--- src/hw/rtl/mtt_pkg.sv ---
// ----------------------------------------------------------------------------
// mtt_pkg
// Shared types and constants of the point mover: word layouts, action and
// register codes, fixed-point widths and the sequencer states.
// ----------------------------------------------------------------------------
package mtt_pkg;

    localparam int FIELD_W = 24;
    localparam int DIR_W   = 16;
    localparam int DIR_FRAC = 15;
    localparam int DT_W    = 16;
    localparam int SPEED_W = 24;
    localparam int ACT_W   = 2;

    localparam int APB_AW      = 3;
    localparam int APB_DW      = 32;
    localparam int APB_IDX_LSB = 2;

    localparam logic [APB_AW-APB_IDX_LSB-1:0] REG_MOVE_SPEED = '0;
    localparam logic [SPEED_W-1:0]            SPEED_RESET    = 24'd256;

    localparam logic [ACT_W-1:0] ACT_TICK     = 2'd0;
    localparam logic [ACT_W-1:0] ACT_SET_DEST = 2'd1;
    localparam logic [ACT_W-1:0] ACT_PLACE    = 2'd2;

    localparam int QUOT_W       = 16;
    localparam int M_W          = SPEED_W + DT_W;
    localparam int PROD_W       = M_W + QUOT_W;
    localparam int ROUND_BIT    = 30;
    localparam int STEP_SHIFT   = 31;
    localparam int STEP_W       = PROD_W - STEP_SHIFT;
    localparam int ARRIVE_SHIFT = 16;

    localparam logic [QUOT_W-1:0] DIR_POS_MAX = 16'h7fff;

    typedef struct packed {
        logic [ACT_W-1:0]          action;
        logic signed [FIELD_W-1:0] coord_x;
        logic signed [FIELD_W-1:0] coord_y;
        logic [DT_W-1:0]           delta_time;
    } t_in_word;

    typedef struct packed {
        logic signed [FIELD_W-1:0] pos_x;
        logic signed [FIELD_W-1:0] pos_y;
        logic signed [DIR_W-1:0]   dir_x;
        logic signed [DIR_W-1:0]   dir_y;
        logic                      arrived;
    } t_out_word;

    typedef enum logic [3:0] {
        ST_IDLE,
        ST_PREP,
        ST_SQUARE,
        ST_CHECK,
        ST_ROOT,
        ST_DIV_LOAD,
        ST_DIVIDE,
        ST_CLAMP,
        ST_SCALE,
        ST_UPDATE,
        ST_EMIT
    } t_state;

endpackage

--- src/hw/rtl/mtt_divu.sv ---
// ----------------------------------------------------------------------------
// mtt_divu
// Restoring unsigned divider, one quotient bit per step. The numerator's
// upper part must be below the denominator so the quotient fits QUOT_W bits.
// ----------------------------------------------------------------------------
module mtt_divu
    import mtt_pkg::*;
#(
    parameter int NUM_W = 40,
    parameter int DEN_W = 25
) (
    input  logic              i_clk,
    input  logic              i_load,
    input  logic              i_step,
    input  logic [NUM_W-1:0]  i_num,
    input  logic [DEN_W-1:0]  i_den,
    output logic [QUOT_W-1:0] o_quot
);

    logic [DEN_W-1:0]  r_rem;
    logic [DEN_W-1:0]  r_den;
    logic [QUOT_W-1:0] r_low;
    logic [QUOT_W-1:0] r_quot;

    logic [DEN_W:0] rem2;
    logic [DEN_W:0] diff;
    logic           ge;

    always_comb begin
        rem2 = {r_rem, r_low[QUOT_W-1]};
        diff = rem2 - {1'b0, r_den};
        ge   = (rem2 >= {1'b0, r_den});
    end

    always_ff @(posedge i_clk) begin
        if (i_load) begin
            r_rem  <= DEN_W'(i_num[NUM_W-1:QUOT_W]);
            r_low  <= i_num[QUOT_W-1:0];
            r_den  <= i_den;
            r_quot <= '0;
        end else if (i_step) begin
            r_rem  <= ge ? diff[DEN_W-1:0] : rem2[DEN_W-1:0];
            r_low  <= r_low << 1;
            r_quot <= {r_quot[QUOT_W-2:0], ge};
        end
    end

    assign o_quot = r_quot;

endmodule

--- src/hw/rtl/move_toward_target_step_core.sv ---
// ----------------------------------------------------------------------------
// move_toward_target_step_core
// Point mover: keeps a Q15.8 position and destination and steps the position
// toward the destination at move_speed on each tick word.
// ----------------------------------------------------------------------------
// One word is in work at a time. A tick runs bit-serial squaring, a
// COORD_WIDTH+1-bit square root at two radicand bits a cycle, the two
// bit-serial dividers for 16-bit quotients and the bit-serial speed scaling,
// plus load and update states. A tick that lands within one unit of the
// destination finishes after the squaring, and set and place words go straight
// to the output. A finished word waits in the output register while the next
// word is taken; a new result is held back only while the output register is
// still full and stalled.
// ----------------------------------------------------------------------------
module move_toward_target_step_core
    import mtt_pkg::*;
#(
    parameter int COORD_WIDTH = 24
) (
    input  logic              i_clk,
    input  logic              i_rst_n,
    input  logic              i_in_valid,
    output logic              o_in_stall,
    input  t_in_word          i_in_word,
    output logic              o_out_valid,
    input  logic              i_out_stall,
    output t_out_word         o_out_word,
    input  logic              psel,
    input  logic              penable,
    input  logic              pwrite,
    input  logic [APB_AW-1:0] paddr,
    input  logic [APB_DW-1:0] pwdata,
    output logic [APB_DW-1:0] prdata,
    output logic              pready
);

    localparam int CW    = COORD_WIDTH;
    localparam int MW    = CW;
    localparam int RW    = MW + 1;
    localparam int SUMW  = 2 * RW;
    localparam int NUM_W = MW + QUOT_W;
    localparam int CNTW  = $clog2(RW + 1);
    localparam int PW    = ((CW > STEP_W) ? CW : STEP_W) + 2;

    localparam bit HAS_SHIFT = (CW >= 32);

    localparam logic signed [PW-1:0] CMAX = PW'((64'sd1 <<< (CW - 1)) - 64'sd1);
    localparam logic signed [PW-1:0] CMIN = PW'(-(64'sd1 <<< (CW - 1)));

    localparam logic [CNTW-1:0] CNT_SQUARE = CNTW'(MW - 1);
    localparam logic [CNTW-1:0] CNT_ROOT   = CNTW'(RW - 1);
    localparam logic [CNTW-1:0] CNT_QUOT   = CNTW'(QUOT_W - 1);

    function automatic logic signed [CW-1:0] sat_coord(input logic signed [PW-1:0] v);
        logic signed [PW-1:0] c;
        if (v > CMAX) begin
            c = CMAX;
        end else if (v < CMIN) begin
            c = CMIN;
        end else begin
            c = v;
        end
        return CW'(c);
    endfunction

    // control
    t_state          r_state, n_state;
    logic [CNTW-1:0] r_cnt;
    logic            in_acc;
    logic            div_load;
    logic            div_step;
    logic            emit;
    logic            arrive;

    // configuration and architectural state
    logic [SPEED_W-1:0]  r_speed;
    logic signed [CW-1:0] r_pos_x, r_pos_y, r_tgt_x, r_tgt_y;

    // work registers
    logic                r_neg_x, r_neg_y, r_shift;
    logic [MW-1:0]       r_mag_x, r_mag_y;
    logic [MW-1:0]       r_mul_x, r_mul_y;
    logic [SUMW-1:0]     r_mcand_x, r_mcand_y;
    logic [SUMW-1:0]     r_sum;
    logic [DT_W-1:0]     r_dt;
    logic [M_W-1:0]      r_spd_sh;
    logic [M_W-1:0]      r_m;
    logic [RW:0]         r_rem;
    logic [RW-1:0]       r_root;
    logic [QUOT_W-1:0]   r_q_x, r_q_y;
    logic [PROD_W-1:0]   r_m_sh;
    logic [PROD_W-1:0]   r_acc_x, r_acc_y;

    // result registers
    logic signed [DIR_W-1:0] r_dir_x, r_dir_y;
    logic                    r_arrived;
    logic                    r_out_valid;
    t_out_word               r_out_word;

    // combinational datapath
    logic signed [CW:0]    dx, dy;
    logic [CW-1:0]         ax_raw, ay_raw, ax, ay;
    logic                  shift;
    logic signed [CW-1:0]  cx, cy;
    logic [RW+2:0]         rem2, trial;
    logic                  root_ge;
    logic [NUM_W-1:0]      num_x, num_y;
    logic [QUOT_W-1:0]     quot_x, quot_y, qx_cap, qy_cap;
    logic signed [PW-1:0]  pe_x, pe_y, st_x, st_y, nx, ny;
    logic                  cfg_wr;

    // ---------------------------------------------------------------- config
    assign pready = 1'b1;
    assign cfg_wr = psel & penable & pwrite & pready;

    always_ff @(posedge i_clk) begin
        if (!i_rst_n) begin
            r_speed <= SPEED_RESET;
        end else if (cfg_wr && paddr[APB_AW-1:APB_IDX_LSB] == REG_MOVE_SPEED) begin
            r_speed <= pwdata[SPEED_W-1:0];
        end
    end

    assign prdata = (paddr[APB_AW-1:APB_IDX_LSB] == REG_MOVE_SPEED) ?
                    APB_DW'(r_speed) : '0;

    // ------------------------------------------------------------- sequencer
    assign arrive = !r_shift && (r_sum[SUMW-1:ARRIVE_SHIFT] == '0);

    always_ff @(posedge i_clk) begin
        if (!i_rst_n) begin
            r_state <= ST_IDLE;
        end else begin
            r_state <= n_state;
        end
    end

    always_comb begin
        n_state    = r_state;
        o_in_stall = 1'b1;
        in_acc     = 1'b0;
        div_load   = 1'b0;
        div_step   = 1'b0;
        emit       = 1'b0;
        case (r_state)
            ST_IDLE: begin
                o_in_stall = 1'b0;
                if (i_in_valid) begin
                    in_acc  = 1'b1;
                    n_state = (i_in_word.action == ACT_TICK) ? ST_PREP : ST_EMIT;
                end
            end
            ST_PREP: begin
                n_state = ST_SQUARE;
            end
            ST_SQUARE: begin
                if (r_cnt == '0) n_state = ST_CHECK;
            end
            ST_CHECK: begin
                n_state = arrive ? ST_EMIT : ST_ROOT;
            end
            ST_ROOT: begin
                if (r_cnt == '0) n_state = ST_DIV_LOAD;
            end
            ST_DIV_LOAD: begin
                div_load = 1'b1;
                n_state  = ST_DIVIDE;
            end
            ST_DIVIDE: begin
                div_step = 1'b1;
                if (r_cnt == '0) n_state = ST_CLAMP;
            end
            ST_CLAMP: begin
                n_state = ST_SCALE;
            end
            ST_SCALE: begin
                if (r_cnt == '0) n_state = ST_UPDATE;
            end
            ST_UPDATE: begin
                n_state = ST_EMIT;
            end
            ST_EMIT: begin
                if (!r_out_valid || !i_out_stall) begin
                    emit    = 1'b1;
                    n_state = ST_IDLE;
                end
            end
            default: begin
                n_state = ST_IDLE;
            end
        endcase
    end

    always_ff @(posedge i_clk) begin
        if (!i_rst_n) begin
            r_cnt <= '0;
        end else begin
            case (r_state)
                ST_PREP:     r_cnt <= CNT_SQUARE;
                ST_CHECK:    r_cnt <= CNT_ROOT;
                ST_DIV_LOAD: r_cnt <= CNT_QUOT;
                ST_CLAMP:    r_cnt <= CNT_QUOT;
                ST_SQUARE, ST_ROOT, ST_DIVIDE, ST_SCALE: begin
                    r_cnt <= r_cnt - 1'b1;
                end
                default: ;
            endcase
        end
    end

    // ------------------------------------------------------------ datapath
    always_comb begin
        cx = sat_coord(PW'($signed(i_in_word.coord_x)));
        cy = sat_coord(PW'($signed(i_in_word.coord_y)));

        dx = (CW+1)'(r_tgt_x) - (CW+1)'(r_pos_x);
        dy = (CW+1)'(r_tgt_y) - (CW+1)'(r_pos_y);
        ax_raw = dx[CW] ? CW'(-dx) : CW'(dx);
        ay_raw = dy[CW] ? CW'(-dy) : CW'(dy);
        // halve both magnitudes when a difference reaches 2^(CW-1), only for CW >= 32
        shift = HAS_SHIFT && (ax_raw[CW-1] || ay_raw[CW-1]);
        ax = shift ? (ax_raw >> 1) : ax_raw;
        ay = shift ? (ay_raw >> 1) : ay_raw;

        rem2    = {r_rem, r_sum[SUMW-1 -: 2]};
        trial   = {1'b0, r_root, 2'b01};
        root_ge = (rem2 >= trial);

        num_x = (NUM_W'(r_mag_x) << DIR_FRAC) + NUM_W'(r_root >> 1);
        num_y = (NUM_W'(r_mag_y) << DIR_FRAC) + NUM_W'(r_root >> 1);

        qx_cap = (!r_neg_x && quot_x[QUOT_W-1]) ? DIR_POS_MAX : quot_x;
        qy_cap = (!r_neg_y && quot_y[QUOT_W-1]) ? DIR_POS_MAX : quot_y;

        pe_x = PW'(r_pos_x);
        pe_y = PW'(r_pos_y);
        st_x = PW'(r_acc_x[PROD_W-1:STEP_SHIFT]);
        st_y = PW'(r_acc_y[PROD_W-1:STEP_SHIFT]);
        nx   = r_neg_x ? (pe_x - st_x) : (pe_x + st_x);
        ny   = r_neg_y ? (pe_y - st_y) : (pe_y + st_y);
    end

    mtt_divu #(
        .NUM_W (NUM_W),
        .DEN_W (RW)
    ) u_div_x (
        .i_clk  (i_clk),
        .i_load (div_load),
        .i_step (div_step),
        .i_num  (num_x),
        .i_den  (r_root),
        .o_quot (quot_x)
    );

    mtt_divu #(
        .NUM_W (NUM_W),
        .DEN_W (RW)
    ) u_div_y (
        .i_clk  (i_clk),
        .i_load (div_load),
        .i_step (div_step),
        .i_num  (num_y),
        .i_den  (r_root),
        .o_quot (quot_y)
    );

    always_ff @(posedge i_clk) begin
        case (r_state)
            ST_IDLE: begin
                if (in_acc) begin
                    r_dt     <= i_in_word.delta_time;
                    r_spd_sh <= M_W'(r_speed);
                    r_m      <= '0;
                end
            end
            ST_PREP: begin
                r_neg_x   <= dx[CW];
                r_neg_y   <= dy[CW];
                r_shift   <= shift;
                r_mag_x   <= ax;
                r_mag_y   <= ay;
                r_mul_x   <= ax;
                r_mul_y   <= ay;
                r_mcand_x <= SUMW'(ax);
                r_mcand_y <= SUMW'(ay);
                r_sum     <= '0;
            end
            ST_SQUARE: begin
                // both squares and speed*time advance one multiplier bit
                r_sum     <= r_sum + (r_mul_x[0] ? r_mcand_x : '0)
                                   + (r_mul_y[0] ? r_mcand_y : '0);
                r_mul_x   <= r_mul_x >> 1;
                r_mul_y   <= r_mul_y >> 1;
                r_mcand_x <= r_mcand_x << 1;
                r_mcand_y <= r_mcand_y << 1;
                r_m       <= r_m + (r_dt[0] ? r_spd_sh : '0);
                r_dt      <= r_dt >> 1;
                r_spd_sh  <= r_spd_sh << 1;
            end
            ST_CHECK: begin
                r_rem  <= '0;
                r_root <= '0;
            end
            ST_ROOT: begin
                // bring down two radicand bits, one root bit out
                r_rem  <= root_ge ? (RW+1)'(rem2 - trial) : rem2[RW:0];
                r_root <= {r_root[RW-2:0], root_ge};
                r_sum  <= r_sum << 2;
            end
            ST_CLAMP: begin
                r_q_x   <= qx_cap;
                r_q_y   <= qy_cap;
                r_acc_x <= PROD_W'(1) << ROUND_BIT;
                r_acc_y <= PROD_W'(1) << ROUND_BIT;
                r_m_sh  <= PROD_W'(r_m);
            end
            ST_SCALE: begin
                r_acc_x <= r_acc_x + (r_q_x[0] ? r_m_sh : '0);
                r_acc_y <= r_acc_y + (r_q_y[0] ? r_m_sh : '0);
                r_q_x   <= r_q_x >> 1;
                r_q_y   <= r_q_y >> 1;
                r_m_sh  <= r_m_sh << 1;
            end
            default: ;
        endcase
    end

    // ----------------------------------------------------- position, target
    always_ff @(posedge i_clk) begin
        if (!i_rst_n) begin
            r_pos_x <= '0;
            r_pos_y <= '0;
            r_tgt_x <= '0;
            r_tgt_y <= '0;
        end else if (in_acc) begin
            case (i_in_word.action)
                ACT_SET_DEST: begin
                    r_tgt_x <= cx;
                    r_tgt_y <= cy;
                end
                ACT_PLACE: begin
                    r_pos_x <= cx;
                    r_pos_y <= cy;
                end
                default: ;
            endcase
        end else if (r_state == ST_CHECK && arrive) begin
            r_pos_x <= r_tgt_x;
            r_pos_y <= r_tgt_y;
        end else if (r_state == ST_UPDATE) begin
            r_pos_x <= sat_coord(nx);
            r_pos_y <= sat_coord(ny);
        end
    end

    // ---------------------------------------------------------------- result
    always_ff @(posedge i_clk) begin
        if (in_acc) begin
            r_dir_x   <= '0;
            r_dir_y   <= '0;
            r_arrived <= 1'b0;
        end else if (r_state == ST_CHECK && arrive) begin
            r_arrived <= 1'b1;
        end else if (r_state == ST_CLAMP) begin
            r_dir_x <= r_neg_x ? $signed(-qx_cap) : $signed(qx_cap);
            r_dir_y <= r_neg_y ? $signed(-qy_cap) : $signed(qy_cap);
        end
    end

    always_ff @(posedge i_clk) begin
        if (!i_rst_n) begin
            r_out_valid <= 1'b0;
        end else if (emit) begin
            r_out_valid <= 1'b1;
        end else if (!i_out_stall) begin
            r_out_valid <= 1'b0;
        end
    end

    always_ff @(posedge i_clk) begin
        if (emit) begin
            r_out_word.pos_x   <= FIELD_W'(r_pos_x);
            r_out_word.pos_y   <= FIELD_W'(r_pos_y);
            r_out_word.dir_x   <= r_dir_x;
            r_out_word.dir_y   <= r_dir_y;
            r_out_word.arrived <= r_arrived;
        end
    end

    assign o_out_valid = r_out_valid;
    assign o_out_word  = r_out_word;

endmodule

--- config.mk ---
export PLATFORM = sky130hd
export DESIGN_NAME = move_toward_target_step_core
export DESIGN_NICKNAME = d
export VERILOG_FILES = /design/src/hw/rtl/mtt_pkg.sv /design/src/hw/rtl/mtt_divu.sv /design/src/hw/rtl/move_toward_target_step_core.sv
export SDC_FILE = /design/constraint.sdc
export NUM_CORES = 2
export LEC_CHECK = 0
export BUFFER_PORTS_ARGS = -buffer_cell sky130_fd_sc_hd__buf_2
export CAP_MARGIN = 15
export CORE_UTILIZATION = 45
export CTS_BUF_LIST = sky130_fd_sc_hd__clkbuf_8 sky130_fd_sc_hd__clkbuf_16
export DETAILED_ROUTE_END_ITERATION = 10
export PLACE_DENSITY = 0.67
export SYNTH_ARGS = -nofsm -noshare
export SYNTH_HDL_FRONTEND = slang
export SYNTH_SLANG_ARGS = --single-unit
--- constraint.sdc ---
create_clock -name i_clk -period 15 [get_ports i_clk]
set_clock_uncertainty 0.2 [all_clocks]
set_input_delay 0.75 -clock i_clk [delete_from_list [all_inputs] [get_ports i_clk]]
set_output_delay 0.75 -clock i_clk [all_outputs]
set_load 0.1 [all_outputs]
# After elaboration in Yosys (flattened, before gate mapping)
# Index checks and enable logic that the tools add are counted.
# classes
reduce_logical	28
bitwise	4
n_mux	78
n_eq_ne	21
order_cmp	11
addsub	21
# ops
operator	count
24-bit 2-to-1 mux	23
56-bit one-hot mux with 2 select lines	3
50-bit one-hot mux with 2 select lines	2
40-bit one-hot mux with 2 select lines	2
50-bit one-hot mux with 3 select lines	1
16-bit 2-to-1 mux	9
40-bit 2-to-1 mux	3
56-bit adder	2
56-bit 2-to-1 mux	2
50-bit adder	2
50-bit 2-to-1 mux	2
16-bit one-hot mux with 2 select lines	3
24-bit one-hot mux with 2 select lines	2
39-bit by 24-bit adder with 40-bit output	2
24-bit by 26-bit adder with 27-bit output	2
27-bit by 24-bit greater-than comparator with 1-bit output, second input constant	2
27-bit by 24-bit less-than comparator with 1-bit output, second input constant	2
27-bit 2-to-1 mux	2
24-bit by 26-bit subtractor with 27-bit output	2
26-bit by 25-bit greater-or-equal comparator with 1-bit output	2
26-bit one-hot mux with 2 select lines	1
25-bit 2-to-1 mux	2
25-bit one-hot mux with 2 select lines	1
24-bit by 24-bit subtractor with 25-bit output	2
other kinds (38)	87
# word_totals
word_cells	207
out_inout_bits	116
register_bits	978
input_bits	108

# Longest topological paths before layout
# logic_depth
depth_word	8
mapped_depth	22
depth_no_buf	20

# Hierarchy
# Synthesis repeated with hierarchy kept, for this count alone.
# unflattened
hier_cells	6775
hier_area_um2	64463.1
# modules_own_cells
mod	cells_each	seq_area_each_um2	instances	area_per_inst_um2
move_toward_target_step_core	5895	23562.6	1	55116.6
mtt_divu	440	2292.2	2	4673.2

# Worst setup path after synthesis
# No wires, ideal clock.
# synth_timing
path_type	register to register
start	reg r_state[2]
end	reg r_mcand_x[0] (enable)
setup_ns	0.860
path_stages_with_launch	4
arrival_ns	11.135
path_slack_ns	2.804
n_path_buf	1
required_ns	13.940
period_less_slack_ns	12.196
cell_sequence	dfxtp_1 -> or2_2 -> clkbuf_1 -> o21ai_0
# synth_between
elab_chain_len	2
word_cells_on_any_way	3
cone_classes	eq/ne: 2; reduce/logical: 1
# synth_lines
element	line_no	text
start: declaration	move_toward_target_step_core.sv:67	t_state r_state, n_state;
start signal: assignment	move_toward_target_step_core.sv:134	r_state <= n_state;
4-bit by 2-bit == test with 1-bit output or 4-bit by 1-bit == test with 1-bit output (tied branches)	move_toward_target_step_core.sv:268	case (r_state)
2-bit nonzero test (no line) *	-	
end signal: assignment	move_toward_target_step_core.sv:284	r_mcand_x <= SUMW'(ax);
end signal: assignment	move_toward_target_step_core.sv:294	r_mcand_x <= r_mcand_x << 1;
end: declaration	move_toward_target_step_core.sv:83	logic [SUMW-1:0] r_mcand_x, r_mcand_y;
# Mark *: on every way between the ends. The rest lies on a longest branch, timed or not.
# A chain may end at the register's enable or synchronous reset.

# Final worst setup path
# layout_timing
start	reg r_acc_x[34]
end	reg r_pos_x[2]
# layout_between
elab_chain_len	8
word_cells_on_any_way	10
cone_classes	add/sub: 2; order compare: 2; mux: 6
# layout_lines
element	line_no	text
start: declaration	move_toward_target_step_core.sv:92	logic [PROD_W-1:0] r_acc_x, r_acc_y;
start signal: assignment	move_toward_target_step_core.sv:313	r_acc_x <= PROD_W'(1) << ROUND_BIT;
start signal: assignment	move_toward_target_step_core.sv:318	r_acc_x <= r_acc_x + (r_q_x[0] ? r_m_sh : '0);
24-bit by 26-bit adder with 27-bit output or 24-bit by 26-bit subtractor with 27-bit output (tied branches)	move_toward_target_step_core.sv:239	nx = r_neg_x ? (pe_x - st_x) : (pe_x + st_x);
27-bit 2-to-1 mux *	move_toward_target_step_core.sv:239	
27-bit by 24-bit less-than comparator with 1-bit output	move_toward_target_step_core.sv:58	end else if (v < CMIN) begin
24-bit 2-to-1 mux	move_toward_target_step_core.sv:58	
24-bit 2-to-1 mux *	move_toward_target_step_core.sv:56	if (v > CMAX) begin
24-bit 2-to-1 mux *	move_toward_target_step_core.sv:350	end else if (r_state == ST_UPDATE) begin
24-bit 2-to-1 mux *	move_toward_target_step_core.sv:347	end else if (r_state == ST_CHECK && arrive) begin
24-bit 2-to-1 mux *	move_toward_target_step_core.sv:335	end else if (in_acc) begin
end signal: assignment	move_toward_target_step_core.sv:348	r_pos_x <= r_tgt_x;
end signal: assignment	move_toward_target_step_core.sv:351	r_pos_x <= sat_coord(nx);
end: declaration	move_toward_target_step_core.sv:77	logic signed [CW-1:0] r_pos_x, r_pos_y, r_tgt_x, r_tgt_y;
# Mark *: on every way between the ends. The rest lies on a longest branch, timed or not. The select of a mux whose other input is x is not followed.

==> metrics.md <==
| Metric | Value |
|---|---|
| Routed Antenna Nets | `0` |
| # DRC | `0` |
| CP max FO | `23` |
| Die width | `about 380 um` |
| Grt peak-use layer | `met2` |
| Max cap viols | `0` |
| Cell family with most CP delay | `simple AND/OR/NAND/NOR gates` |
| RSZ-0062 raised after global routing | `false` |
| Register area | `~27000 um2` |
| H-tree levels | `3` |
| Reg power frac | `roughly 28%` |
| Inserted Clock Buffers | `roughly 110` |
| Crit-path cells | `or3_1 > or3_1 > nor3_1 > and2_1 > a21oi_1 > xnor2_1 > ha_1 > and4_1 > a221oi_1 > and2_1 > o221ai_1 > a31o_2 > a21oi_1 > xnor2_1 > nand2_1 > a31oi_1 > o31ai_1` |
| Std cell rows | `137` |
| Core outline area | `140000 um2` |
| F_max | `approximately 0.17 GHz` |
| Synth Flop Type | `edfxtp_1` |
| Met2 Use GR | `approximately 37%` |
| Setup_tns | `0 ps` |
| Vias in the first global route | `between 40000 and 50000` |
| DRT Pass-1 Iters | `5` |
| WL/cell | `~19 um` |
| Routed wire length | `between 150 and 200 mm` |
| Most common library cells after synthesis | `850 x nand2_1, 766 x edfxtp_1, 548 x nor2_1, 489 x a21oi_1, 401 x ha_1` |
| # hold bufs at CTS | `0` |
| CP endpoint kind | `flop` |
| Number of flops mapped to enable cells by yosys | `766` |
| Clock sink count | `roughly 960` |
| Min Tclk post-route | `5820 ps` |
| Leak pwr | `28.3 nW` |
| Clk_lat worst skew | `between 700 and 800 ps` |
| Max incr delay on CP | `~650 ps` |
| Count of input and output buffers | `between 200 and 250` |
| Largest cells by area after synthesis | `edfxtp_1 36%, ha_1 7.9%, dfxtp_1 6.2%` |
| WHS | `around 66 ps` |
| Io pins | `around 220` |
| Post-DP HPWL | `between 100 and 150 mm` |
| Area delta synth->final | `10.5%` |
| Slew @ Worst Pin | `approximately 1100 ps` |
| Final nets | `approximately 7400` |
| Die Y-Extent | `377 um` |
| Count leader, synth | `nand2_1` |
| Post-CTS sizing | `0` |
| Initial antenna violation count | `26` |
| Post-Syn Instances | `between 6000 and 7000` |
| DRT iter0 DRCs | `roughly 4200` |
| Relative slew slack | `between 20% and 30%` |
| GR Util met3 | `under 10%` |
| Clk root buf | `clkbuf_16` |
| Synth Area per Inst | `between 9 and 10 um2` |
| Post-layout util | `50.1%` |
| Via count | `between 50000 and 60000` |
| First-pass GRT wire length | `between 200 and 300 mm` |
| Worst path slowest cell | `nand2_1` |
| Mapped Area | `between 60000 and 70000 um2` |
| Area of the die | `142000 um2` |
| Kind of critical path | `flop to flop` |
| Filler instances | `between 10000 and 15000` |
| Clock power share | `~16%` |
| Psw | `roughly 8.2 mW` |
| Critical path data arrival time | `around 6200 ps` |
| Final setup vio count | `0` |
| Worst vdd ir | `roughly 190 uV` |
| Nature of the critical path startpoint | `flop` |
| Comb pwr share | `56.4%` |
| All-Layer GR Usage | `about a quarter` |
| Seq/Total Area, Yosys | `between 40% and 50%` |
| Hold Path Class | `primary input to flop` |
| Status | `completed` |
| Vias/cell | `around 5.7` |
| Crit share post-route | `around two fifths` |
| Ys async rst share | `0%` |
| Required time worst endpoint | `between 15000 and 20000 ps` |
| Area of the multi-input gates | `between 30000 and 40000 um2` |
| CTS clk-pin slew, worst paths | `60 ps` |
| Yosys reg bits | `963` |
| Net Sw Frac | `between 40% and 50%` |
| Ys Warns | `0` |
| Placer Congestion | `~0.92` |
| Yosys top cell area share | `between 30% and 40%` |
| Setup Buffers After CTS | `0` |
| Yosys cell types | `just over 100` |
| GR Overflow Total | `0` |
| P per Cell Area | `259 nW/um2` |
| Final Hold Vio Count | `0` |
| Share of cells above drive strength 1 | `about 7.5%` |
| Clock tree buffer depth | `3` |
| Tot Pwr | `roughly 18 mW` |
| Cell Int Power | `between 9 and 10 mW` |
| TritonCTS clock tree | `yes` |
| Largest net degree at the start of global routing | `about 110` |
| Starting Density | `45.4%` |
| Synth area leader | `edfxtp_1` |
| CP bufs+invs | `0` |
| GR Util met1 | `32.4%` |
| Fin. max-slew vios | `0` |
==> power by group through the flow <==
| stage | sequential, mW | clock, mW | combinational [mW] |
|---|---|---|---|
| 2_1_floorplan | 5.11 | 0 | 7.48 |
| 3_3_place_gp | 5.06 | 0 | 9.91 |
| 3_5_place_dp | 5.08 | 0 | 10.1 |
| 4_1_cts | 5.03 | 2.92 | 10.1 |
| 5_1_grt | 5.12 | 3.02 | 11.2 |
| 6_report | 5.03 | 2.87 | 10.2 |
==> final timing paths <==
check	cells past startpoint	end	start	slack [ps]
max	17	r_pos_x[2]	r_acc_x[34]	9180
min	3	r_tgt_x[20]	i_in_word[60]	70
max reg2reg	17	r_pos_x[2]	r_acc_x[34]	9180
min reg2reg	0	o_out_word[23]	r_dir_x[6]	230
==> registers in the layout, indices dropped and copies added, names as in the netlist, 50 cells and up <==
register / flops
o_out_word: 81
r_acc_x: 56
r_acc_y: 56
r_m_sh: 56
r_mcand_x: 50
r_mcand_y: 50
r_sum: 50
==> area by class of cell <==
| class | count | share of cell area, % |
|---|---|---|
| Antenna cell | 9 | 0.0322 |
| Clock buffer | 117 | 4.10 |
| Timing Repair Buffer | 254 | 2.00 |
| Clock inverter | 92 | 1.47 |
| Inverter | 269 | 1.44 |
| Tap cell | 1876 | 3.36 |
| Multi-Input combinational cell | 5242 | 49.1 |
| Sequential cell | 963 | 38.5 |
==> worst min-delay path: stages <==
cell and delay, ps:
buf_2 110, nand2_1 40, a21boi_0 60
==> metal layers <==
layer,vias up,wire length (um)
li1,24600,-
met4,26,5270
met3,243,11500
met5,-,161
met1,24300,76700
met2,1352,76100
==> placed cells by master (no fill, tap or decap), drive strengths merged, types with 19 or more instances in the layout <==
cell,Yosys,routed
a2111oi,19,19
a211oi,70,70
a21boi,90,90
a21o,179,179
a21oi,489,489
a22o,36,36
a31oi,54,54
and2,291,291
and3,136,136
buf,44,254
clkbuf,263,117
clkinv,0,44
dfxtp,197,197
edfxtp,766,766
fa,61,61
ha,401,401
inv,269,292
mux2i,40,40
nand2,850,850
nand2b,71,71
nand3,151,151
nand4,60,60
nor2,548,548
nor2b,83,83
nor3,107,107
nor4,43,43
o211ai,40,40
o21a,116,116
o21ai,386,386
o21bai,52,52
o221ai,26,26
o31ai,51,51
or3,52,52
xnor2,272,272
xor2,175,175
==> per-stage QoR <==
stage	worst slack (ps)	instance area [um2]	cells
global route	8820	69900	8816
finish	9180	70000	8822
detailed placement	9290	66000	8604
floorplan	2800	63400	6781
global placement	9260	66000	8604
CTS	9260	69900	8813
==> cell families (layout without fill, tap and decap cells) <==
family	Yosys count	count (layout)	share of synthesized area, %
other cells	2	18	0.0119
simple gates	2508	2508	19.1
fa+ha+maj	462	462	9.85
mux	47	47	0.757
xor+xnor	447	447	6.18
compound gates	1769	1769	18.0
buf+inv	576	732	3.50
flops	963	963	42.6
Note: power is estimated with default switching activity, not from simulation.
